`src/rtl/core/spbc_pkg.sv`:
```
package spbc_pkg;

    localparam int LEN_W = 16;

    localparam logic [3:0] PACK_GROUP   = 4'd7;
    localparam logic [3:0] UNPACK_GROUP = 4'd8;
    localparam logic [7:0] HIGH_INIT    = 8'h80;
    localparam logic [2:0] MAX_POS      = 3'd7;

    typedef enum logic [1:0] {
        ST_IDLE,
        ST_REM,
        ST_STEP,
        ST_DRAIN
    } state_t;

    typedef struct packed {
        logic [7:0]       data_byte;
        logic             first_byte;
        logic [LEN_W-1:0] message_length;
    } in_item_t;

    typedef struct packed {
        logic [7:0] out_byte;
        logic       last_of_run;
    } out_item_t;

    // sequencer -> group datapath
    typedef struct packed {
        logic       step;
        logic       clear;
        logic       dir;
        logic       first;
        logic [2:0] rem;
        logic [7:0] data;
    } grp_ctrl_t;

    // group datapath -> sequencer, valid for the item being stepped
    typedef struct packed {
        logic       emit;
        logic       pack_done;
        logic [7:0] data;
        logic [3:0] size;
    } grp_res_t;

endpackage

```
`src/rtl/core/seven_bit_packing_codec.sv`:
```
// Eight-to-seven bit packing codec.
// src channel: one byte per item, with first_byte marking a message start and
// message_length read on that item. dst channel: converted bytes, with
// last_of_run set on the final byte caused by one input item.
// direction (cfg_wen/cfg_wdata) picks pack (0) or unpack (1); a write drops any
// half-built group. Write it only while the block is idle.
// Each item is accepted and then stepped into the group. The first item of a
// pack message waits first for length mod 7 from the three-bit remainder unit.
// A completed pack group of g bytes sends its collector byte, then drains the
// g buffered bytes one per cycle while dst_stall is low; src stays stalled
// while it drains. Unpack gives at most one byte per item.
// dst holds its item while dst_stall is high; the sequencer waits on it.
// Reset clears direction to pack and the group state; the group buffer itself
// is not cleared and is always written before it is read.
module seven_bit_packing_codec (
    input  logic                 clk,
    input  logic                 rst_n,
    input  logic                 cfg_wen,
    input  logic                 cfg_wdata,
    input  logic                 src_valid,
    output logic                 src_stall,
    input  spbc_pkg::in_item_t   src_item,
    output logic                 dst_valid,
    input  logic                 dst_stall,
    output spbc_pkg::out_item_t  dst_item
);

    spbc_pkg::state_t    state_reg, state_next;
    spbc_pkg::in_item_t  in_reg;
    spbc_pkg::out_item_t out_reg, out_next;
    spbc_pkg::grp_ctrl_t ctrl;
    spbc_pkg::grp_res_t  res;

    logic       dir_reg;
    logic       out_valid_reg, out_valid_next;
    logic [2:0] drain_idx_reg, drain_idx_next;
    logic [3:0] drain_size_reg, drain_size_next;
    logic       in_take, out_load, load, drain_last, rem_start, rem_done;
    logic [2:0] rem7, rd_idx;
    logic [6:0] rd_data;

    assign src_stall  = (state_reg != spbc_pkg::ST_IDLE);
    assign in_take    = src_valid && !src_stall;
    assign out_load   = !out_valid_reg || !dst_stall;
    assign rem_start  = in_take && src_item.first_byte && !dir_reg;
    assign drain_last = ({1'b0, drain_idx_reg} + 4'd1) == drain_size_reg;
    // buffer read is registered, so address the byte needed next cycle
    assign rd_idx     = drain_idx_next;

    spbc_rem7 u_rem7 (
        .clk   (clk),
        .rst_n (rst_n),
        .start (rem_start),
        .value (src_item.message_length),
        .done  (rem_done),
        .rem   (rem7)
    );

    spbc_group u_group (
        .clk     (clk),
        .rst_n   (rst_n),
        .ctrl    (ctrl),
        .rd_idx  (rd_idx),
        .rd_data (rd_data),
        .res     (res)
    );

    always_comb
    begin
        state_next      = state_reg;
        out_next        = out_reg;
        load            = 1'b0;
        drain_idx_next  = drain_idx_reg;
        drain_size_next = drain_size_reg;

        ctrl       = '0;
        ctrl.clear = cfg_wen;
        ctrl.dir   = dir_reg;
        ctrl.first = in_reg.first_byte;
        ctrl.rem   = dir_reg ? in_reg.message_length[2:0] : rem7;
        ctrl.data  = in_reg.data_byte;

        unique case (state_reg)
            spbc_pkg::ST_IDLE:
            begin
                if (in_take)
                begin
                    state_next = rem_start ? spbc_pkg::ST_REM : spbc_pkg::ST_STEP;
                end
            end
            spbc_pkg::ST_REM:
            begin
                if (rem_done)
                begin
                    state_next = spbc_pkg::ST_STEP;
                end
            end
            spbc_pkg::ST_STEP:
            begin
                if (!res.emit && !res.pack_done)
                begin
                    ctrl.step  = 1'b1;
                    state_next = spbc_pkg::ST_IDLE;
                end
                else if (out_load)
                begin
                    ctrl.step            = 1'b1;
                    load                 = 1'b1;
                    out_next.out_byte    = res.data;
                    out_next.last_of_run = !res.pack_done;
                    if (res.pack_done)
                    begin
                        // collector went out, buffered bytes follow
                        drain_idx_next  = 3'd0;
                        drain_size_next = res.size;
                        state_next      = spbc_pkg::ST_DRAIN;
                    end
                    else
                    begin
                        state_next = spbc_pkg::ST_IDLE;
                    end
                end
            end
            spbc_pkg::ST_DRAIN:
            begin
                if (out_load)
                begin
                    load                 = 1'b1;
                    out_next.out_byte    = {1'b1, rd_data};
                    out_next.last_of_run = drain_last;
                    if (drain_last)
                    begin
                        state_next = spbc_pkg::ST_IDLE;
                    end
                    else
                    begin
                        drain_idx_next = drain_idx_reg + 3'd1;
                    end
                end
            end
            default:
            begin
                state_next = spbc_pkg::ST_IDLE;
            end
        endcase

        if (load)
        begin
            out_valid_next = 1'b1;
        end
        else if (!dst_stall)
        begin
            out_valid_next = 1'b0;
        end
        else
        begin
            out_valid_next = out_valid_reg;
        end
    end

    always_ff @(posedge clk or negedge rst_n)
    begin
        if (!rst_n)
        begin
            state_reg      <= spbc_pkg::ST_IDLE;
            out_valid_reg  <= 1'b0;
            dir_reg        <= 1'b0;
            drain_idx_reg  <= 3'd0;
            drain_size_reg <= 4'd0;
        end
        else
        begin
            state_reg      <= state_next;
            out_valid_reg  <= out_valid_next;
            drain_idx_reg  <= drain_idx_next;
            drain_size_reg <= drain_size_next;
            if (cfg_wen)
            begin
                dir_reg <= cfg_wdata;
            end
        end
    end

    always_ff @(posedge clk)
    begin
        if (in_take)
        begin
            in_reg <= src_item;
        end
        out_reg <= out_next;
    end

    assign dst_valid = out_valid_reg;
    assign dst_item  = out_reg;

    a_drain_in_range: assert property (@(posedge clk) disable iff (!rst_n)
        state_reg == spbc_pkg::ST_DRAIN |-> {1'b0, drain_idx_reg} < drain_size_reg)
        else $error("drain index past group size");

    a_rem_only_waited: assert property (@(posedge clk) disable iff (!rst_n)
        rem_done |-> state_reg == spbc_pkg::ST_REM)
        else $error("remainder finished outside its wait state");

    a_drain_ends_idle: assert property (@(posedge clk) disable iff (!rst_n)
        state_reg == spbc_pkg::ST_DRAIN && out_load && drain_last
        |=> state_reg == spbc_pkg::ST_IDLE && dst_valid && dst_item.last_of_run)
        else $error("drain did not end on a last byte");

    a_collector_not_last: assert property (@(posedge clk) disable iff (!rst_n)
        state_reg == spbc_pkg::ST_STEP && load && res.pack_done
        |=> dst_valid && !dst_item.last_of_run)
        else $error("pack collector flagged as last");

endmodule

```
`src/rtl/core/spbc_rem7.sv`:
```
// Length mod 7, three bits per cycle: since 8 == 1 (mod 7), the remainder is the
// running sum of octal digits, folded back below 7 after each add.
module spbc_rem7 (
    input  logic                        clk,
    input  logic                        rst_n,
    input  logic                        start,
    input  logic [spbc_pkg::LEN_W-1:0]  value,
    output logic                        done,
    output logic [2:0]                  rem
);

    localparam int STEPS = (spbc_pkg::LEN_W + 2) / 3;
    localparam int PAD   = STEPS * 3;
    localparam int CW    = $clog2(STEPS + 1);

    logic [PAD-1:0] val_reg, val_next;
    logic [2:0]     acc_reg, acc_next;
    logic [CW-1:0]  cnt_reg, cnt_next;
    logic           busy_reg, busy_next;
    logic           done_reg, done_next;
    logic [3:0]     sum;

    always_comb
    begin
        val_next  = val_reg;
        acc_next  = acc_reg;
        cnt_next  = cnt_reg;
        busy_next = busy_reg;
        done_next = 1'b0;
        sum       = {1'b0, acc_reg} + {1'b0, val_reg[2:0]};
        if (start)
        begin
            val_next  = PAD'(value);
            acc_next  = 3'd0;
            cnt_next  = '0;
            busy_next = 1'b1;
        end
        else if (busy_reg)
        begin
            acc_next = (sum >= spbc_pkg::PACK_GROUP) ? 3'(sum - spbc_pkg::PACK_GROUP)
                                                     : sum[2:0];
            val_next = val_reg >> 3;
            cnt_next = cnt_reg + CW'(1);
            if (cnt_reg == CW'(STEPS - 1))
            begin
                busy_next = 1'b0;
                done_next = 1'b1;
            end
        end
    end

    always_ff @(posedge clk or negedge rst_n)
    begin
        if (!rst_n)
        begin
            busy_reg <= 1'b0;
            done_reg <= 1'b0;
            cnt_reg  <= '0;
        end
        else
        begin
            busy_reg <= busy_next;
            done_reg <= done_next;
            cnt_reg  <= cnt_next;
        end
    end

    always_ff @(posedge clk)
    begin
        val_reg <= val_next;
        acc_reg <= acc_next;
    end

    assign done = done_reg;
    assign rem  = acc_reg;

endmodule

```
`src/rtl/core/spbc_group.sv`:
```
// Group state: buffered low bits, collector byte, group size and fill count.
module spbc_group (
    input  logic                  clk,
    input  logic                  rst_n,
    input  spbc_pkg::grp_ctrl_t   ctrl,
    input  logic [2:0]            rd_idx,
    output logic [6:0]            rd_data,
    output spbc_pkg::grp_res_t    res
);

    logic [6:0] store_reg [7];
    logic [6:0] rd_data_reg;
    logic [7:0] hb_reg, hb_next;
    logic [3:0] gs_reg, gs_next;
    logic [3:0] cnt_reg, cnt_next;

    logic [3:0] full, first_gs, eff_gs, eff_cnt, cnt_inc, pos;
    logic [7:0] eff_hb, hb_new;
    logic       gs_bad, clr, grp_end, wr_en;

    always_comb
    begin
        full     = ctrl.dir ? spbc_pkg::UNPACK_GROUP : spbc_pkg::PACK_GROUP;
        first_gs = (ctrl.rem == 3'd0) ? full : {1'b0, ctrl.rem};
        gs_bad   = (gs_reg == 4'd0) || (gs_reg > full);
        eff_gs   = ctrl.first ? first_gs : (gs_bad ? full : gs_reg);
        clr      = ctrl.first || gs_bad || (cnt_reg >= eff_gs);
        eff_cnt  = clr ? 4'd0 : cnt_reg;
        eff_hb   = clr ? spbc_pkg::HIGH_INIT : hb_reg;
        pos      = {1'b0, spbc_pkg::MAX_POS} - eff_gs + eff_cnt;
        cnt_inc  = eff_cnt + 4'd1;
        grp_end  = (cnt_inc >= eff_gs);

        res = '0;
        res.size = eff_gs;
        if (ctrl.dir)
        begin
            // first byte of an unpack group is the collector itself
            hb_new   = (eff_cnt == 4'd0) ? ctrl.data : eff_hb;
            res.emit = (eff_cnt != 4'd0);
            res.data = {eff_hb[pos[2:0]], ctrl.data[6:0]};
        end
        else
        begin
            hb_new        = eff_hb | (8'(ctrl.data[7]) << pos[2:0]);
            res.pack_done = grp_end;
            res.data      = hb_new;
        end

        hb_next  = hb_reg;
        gs_next  = gs_reg;
        cnt_next = cnt_reg;
        if (ctrl.clear)
        begin
            hb_next  = spbc_pkg::HIGH_INIT;
            gs_next  = 4'd0;
            cnt_next = 4'd0;
        end
        else if (ctrl.step)
        begin
            if (grp_end)
            begin
                hb_next  = spbc_pkg::HIGH_INIT;
                gs_next  = full;
                cnt_next = 4'd0;
            end
            else
            begin
                hb_next  = hb_new;
                gs_next  = eff_gs;
                cnt_next = cnt_inc;
            end
        end
    end

    assign wr_en = ctrl.step && !ctrl.clear && !ctrl.dir;

    always_ff @(posedge clk or negedge rst_n)
    begin
        if (!rst_n)
        begin
            hb_reg  <= spbc_pkg::HIGH_INIT;
            gs_reg  <= 4'd0;
            cnt_reg <= 4'd0;
        end
        else
        begin
            hb_reg  <= hb_next;
            gs_reg  <= gs_next;
            cnt_reg <= cnt_next;
        end
    end

    always_ff @(posedge clk)
    begin
        if (wr_en)
        begin
            store_reg[eff_cnt[2:0]] <= ctrl.data[6:0];
        end
        // a byte written at this edge is read straight from the input
        if (wr_en && (eff_cnt[2:0] == rd_idx))
        begin
            rd_data_reg <= ctrl.data[6:0];
        end
        else
        begin
            rd_data_reg <= store_reg[rd_idx];
        end
    end

    assign rd_data = rd_data_reg;

endmodule

```
`config.mk`:
```
export PLATFORM = sky130hd
export DESIGN_NAME = seven_bit_packing_codec
export DESIGN_NICKNAME = d
export VERILOG_FILES = /design/src/rtl/core/spbc_pkg.sv /design/src/rtl/core/seven_bit_packing_codec.sv /design/src/rtl/core/spbc_rem7.sv /design/src/rtl/core/spbc_group.sv
export SDC_FILE = /design/constraint.sdc
export NUM_CORES = 1
export LEC_CHECK = 0
export BUFFER_PORTS_ARGS = -buffer_cell sky130_fd_sc_hd__buf_2
export CAP_MARGIN = 20
export CORE_MARGIN = 2
export CORE_UTILIZATION = 40
export DETAILED_ROUTE_END_ITERATION = 10
export GPL_TIMING_DRIVEN = 0
export SLEW_MARGIN = 20
export SYNTH_ARGS = -nofsm -noshare
export SYNTH_HDL_FRONTEND = slang
export SYNTH_HIERARCHICAL = 1
export SYNTH_SLANG_ARGS = --single-unit
export TNS_END_PERCENT = 30
```
`constraint.sdc`:
```
create_clock -name clk -period 12.7 [get_ports clk]
set_input_delay 1.27 -clock clk [delete_from_list [all_inputs] [get_ports clk]]
set_output_delay 1.27 -clock clk [all_outputs]
set_load 0.01 [all_outputs]
```
Word-level counts from Yosys, hierarchy flattened
Memory sizes are Yosys's and may differ from the RTL's. A register that Yosys moved wholly into a read port is not among the register bits.
Index checks and enable logic that the tools add are counted.
{"block": "classes", "n_addsub": 8, "multipliers": 0, "div_mod_pow": 0, "magnitude_cmp": 5, "n_eq_ne": 13, "shift": 1, "n_mux": 62, "n_bitwise": 2, "reduce_logical": 29}
{"op": "8-bit two-way mux", "count": 7}
{"op": "4-bit two-way mux", "count": 11}
{"op": "16-bit two-way mux", "count": 2}
{"op": "3-bit two-way mux", "count": 9}
{"op": "9-bit two-way mux", "count": 3}
{"op": "9-bit one-hot mux with 2 select lines", "count": 1}
{"op": "1-bit two-way mux", "count": 17}
{"op": "2-bit two-way mux", "count": 8}
{"op": "2-bit != test, second input constant", "count": 5}
{"op": "4-bit >= comparator", "count": 2}
{"op": "4-bit logical NOT", "count": 2}
{"op": "8-bit OR", "count": 1}
{"op": "2-bit one-hot mux with 4 select lines", "count": 1}
{"op": "4-bit AND reduction", "count": 2}
{"op": "2-bit nonzero test", "count": 4}
{"op": "1-bit by 3-bit << shifter with 8-bit output", "count": 1}
{"op": "1-bit logical NOT", "count": 7}
{"op": "3-bit by 1-bit adder with 3-bit output, second input constant", "count": 2}
{"op": "1-bit logical AND", "count": 6}
{"op": "3-bit one-hot mux with 2 select lines", "count": 1}
{"op": "5-bit AND reduction", "count": 1}
{"op": "3-bit by 1-bit adder with 4-bit output, second input constant", "count": 1}
{"op": "3-bit by 3-bit adder with 4-bit output", "count": 1}
{"op": "4-bit by 1-bit adder with 4-bit output, second input constant", "count": 1}
{"op": "19 further kinds", "count": 24}
{"block": "totals", "reg_bits": 72, "latch_bits": 0, "ramBits": 49, "romBits": 0, "input_bits": 31, "mem_count": 1}
{"name": "u_group.store_reg", "depth": 7, "word_bits": 7, "read_ports": 1, "rd_ports_with_merged_regs": 1, "wr": 1, "line": "spbc_group.sv:11", "text": "logic [6:0] store_reg [7];"}

Logic depth before layout (Yosys ltp)
{"block": "depth", "ltp_word": 19, "depth_mapped": 36, "ltp_nobuf": 30}

By module
The synthesis kept the hierarchy.
{"mod": "spbc_group", "instances": 1, "cells_per_inst": 324, "area_per_inst_um2": 3881.2}
{"mod": "seven_bit_packing_codec", "instances": 1, "cells_per_inst": 110, "area_per_inst_um2": 1441.4}
{"mod": "spbc_rem7", "instances": 1, "cells_per_inst": 83, "area_per_inst_um2": 1138.6}

Worst setup path before layout
No wires, ideal clock.
{"block": "synth_timing", "path_type": "reg2reg", "startpoint": "register dir_reg", "endpoint": "memory u_group.store_reg[6][0] (enable)", "setup_time_ns": 0.393, "t_arrival_ns": 7.588, "t_required_ns": 12.307, "path_slack_ns": 4.719, "path_stages_with_launch": 34, "n_path_buf": 5, "period_less_slack_ns": 7.981, "path_cell_list": "dfrtp_1 -> buf_2 -> inv_1 -> clkbuf_1 -> clkbuf_1 -> ha_1 -> a21oi_2 -> a31oi_2 -> o22ai_1 -> nor2_1 -> a221oi_1 -> inv_1 -> ha_1 -> nand2b_1 -> a21o_1 -> maj3_1 -> a41oi_2 -> o21a_1 -> buf_2 -> nand2_1 -> ha_1 -> ha_1 -> a21oi_1 -> nor2_1 -> o311a_1 -> o21ai_1 -> inv_1 -> nor2_1 -> nor2_1 -> nor3_1 -> clkbuf_1 -> nand2b_1 -> nand2b_1 -> nor4b_1"}
{"item": "start, declared", "line": "seven_bit_packing_codec.sv:34", "text": "logic dir_reg;"}
{"item": "start signal, assigned", "line": "seven_bit_packing_codec.sv:179", "text": "dir_reg <= cfg_wdata;"}
{"item": "end, declared", "line": "spbc_group.sv:11"}

==> qor.yml <==
timing:
  rsz0062_at_grt: "false"
  fmax_mhz: 102
  fin_setup_tns_ns: 0
  final-setup-viol-count: 0
  hold_viol: 0
  tightest_slew_ns: 0.889
  maxSlewViolCount: 0
  slew_headroom: 0.405
  worst_hold_slack_ns: 0.499
  setup_ws_ns: 2.87
  fin_crit_sh: 0.774
  fin_crit_ns: 9.83
  fin_skew_ns: 0.00754
yosys:
  syn_area_per_cell_um2: 12.5
  async_reset_ff_frac: 0.258
  synth_seq_area_share: 0.542
  synth_warnings: 6
  synth-edff-count: 86
  netlist_area_um2: 6460
  synth-seq-cells: 124
  syn_inst: 517
  synth_cell_types: 85
  syn_nets: 570
  synth_flop_cell: "edfxtp_1"
cells_and_area:
  final_cell_mix: "edfxtp_1, buf_2, nand2_1"
  final_common_cell: "edfxtp_1"
  final_area_um2: 7550
  synthToLayoutAreaGrowth_pct: 16.9
  largest_register_ffs: 49
  stdcell_count: 811
  fin_nets: 635
  layout-drive-gt1-share: 0.267
  fill_cells: 1424
  antenna_cells: 0
  final_util: 0.477
cts:
  cts-root-buf: "clkbuf_16"
  post_cts_resized: 0
  cts_made_buffers: 17
  holdBufCountCts: 0
  post_cts_buffers: 0
  cts_sinks: 124
  max-clock-path-buffers: 2
  clk_pin_slew_ns: 0.05
  cts_tree: "yes"
  cts.htree.levels: 4
  clkLatencyLatePin_ns: 0.42
detailed_routing:
  vias: 4521
  drc_errors: 0
  drtPass1Iterations: 5
  drt-initial-drc-count: 377
  viasPerCell: 5.57
  detail_route.wl_per_cell_um: 18.1
  antenna_left: 0
  routed_wl_um: 14600
worst_setup_path:
  cp_data_required_time_ns: 12.83
  path_max_fanout: 11
  critPathArrivalTime_ns: 9.95
  cp_slowest_cell: "nor4b_2"
  endpoint_kind: "register"
  slowest_delay_ns: 0.69
  path_class: "reg2reg"
  cp-start-kind: "register"
placed_design:
  dp_slack_ns: 2.92
  dp_hpwl_um: 10700
  numPortBuffers: 41
  post_dp_cell_area_um2: 7010
  place_inst: 779
  gp_congestion: 0.872
power:
  total_power_mw: 1.74
  ir_drop_mv: 0.117
  p_per_area_nw_per_um2: 230
  p_leak_nw: 2.94
grt:
  grt_pass1_vias: 4558
  grt_pass1_wl_um: 23700
  grt.overflow.total: 0
  antenna_found_initial: 0
  grt_max_degree: 33
  grtUsageTotal: 0.183
floorplan:
  start_util: 0.408
  die_height_um: 131
  fp-row-count: 46
  ioPinCount: 42
  die_area_um2: 17200
  die_w_um: 131
  core_area_um2: 15800
run:
  cap_viol_max_count: 0
worst_hold_path:
  hold_class: "reg2reg"
status:
  outcome: "finished, final reports clean"
-- synthesized netlist by cell type (all sizes together) (9+ instances only) --
cell / n / share of area
a21oi: 11 / 0.0097
a221o: 9 / 0.014
a32o: 9 / 0.014
and2: 9 / 0.0091
clkbuf: 14 / 0.0081
dfrtp: 31 / 0.12
edfxtp: 86 / 0.40
ha: 20 / 0.039
inv: 27 / 0.016
mux2: 34 / 0.060
mux2i: 14 / 0.022
nand2: 41 / 0.024
nand2b: 9 / 0.0087
nand3: 9 / 0.0070
nor2: 25 / 0.015
nor3: 13 / 0.012
o21a: 10 / 0.012
o21ai: 22 / 0.018
-- layout make-up --
| cell class | count | area, µm² | share of cell area |
|---|---|---|---|
| inverters | 28 | 106 | 0.0141 |
| clock buffers | 20 | 457 | 0.0605 |
| clock inverters | 12 | 90.1 | 0.0119 |
| flip-flops and latches | 124 | 3500 | 0.464 |
| plain buffers | 22 | 106 | 0.0141 |
| well taps | 216 | 270 | 0.0358 |
| repair buffers | 46 | 235 | 0.0311 |
| multi-input cells | 343 | 2790 | 0.369 |
-- power breakdown --
| group | internal [mW] | switching (mW) |
|---|---|---|
| combinational | 0.289 | 0.391 |
| sequential | 0.552 | 0.0700 |
| clock | 0.260 | 0.178 |
-- worst max-delay path: cells and delay by family (launching register included) --
family | cells | cell delay [ns]
buf+inv | 10 | 2.79
compound gates | 10 | 2.59
simple gates | 11 | 2.32
fa+ha+maj | 4 | 1.34
flops | 1 | 0.47
-- worst paths after layout --
path	startpoint	end	slack, ns	cells after the start
hold reg to reg	drain_size_reg[0]$_DFFE_PN0P_	drain_size_reg[0]$_DFFE_PN0P_	0.50	2
setup / recovery	dir_reg$_DFFE_PN0P_	u_group/store_reg[6][3]$_DFFE_PP_	2.87	35
setup reg to reg	dir_reg$_DFFE_PN0P_	u_group/store_reg[6][3]$_DFFE_PP_	2.87	35
max in group asynchronous	rst_n	u_group/gs_reg[1]$_DFFE_PN0P_	11.27	1
min in group asynchronous	rst_n	drain_idx_reg[0]$_DFF_PN0_	0.93	1
hold / removal	drain_size_reg[0]$_DFFE_PN0P_	drain_size_reg[0]$_DFFE_PN0P_	0.50	2
-- layer usage --
metal | global-route usage | share of wire | vias up
li1 | - | - | 2137
met1 | 0.243 | 0.45 | 2209
met2 | 0.294 | 0.47 | 151
met3 | 0.0471 | 0.062 | 24
met4 | 0.0645 | 0.019 | 0
met5 | 0 | 0 | -
-- logic make-up after synthesis --
kind of cell	share of synthesized area
and+or+nand+nor	0.111
DFF	0.542
AOI/OAI and AO/OA	0.149
muxes	0.109
buffers and inverters	0.0329
adders and majority gates	0.0465
xor gates and xnor gates	0.00949
Power figures use the tool's default switching activity.
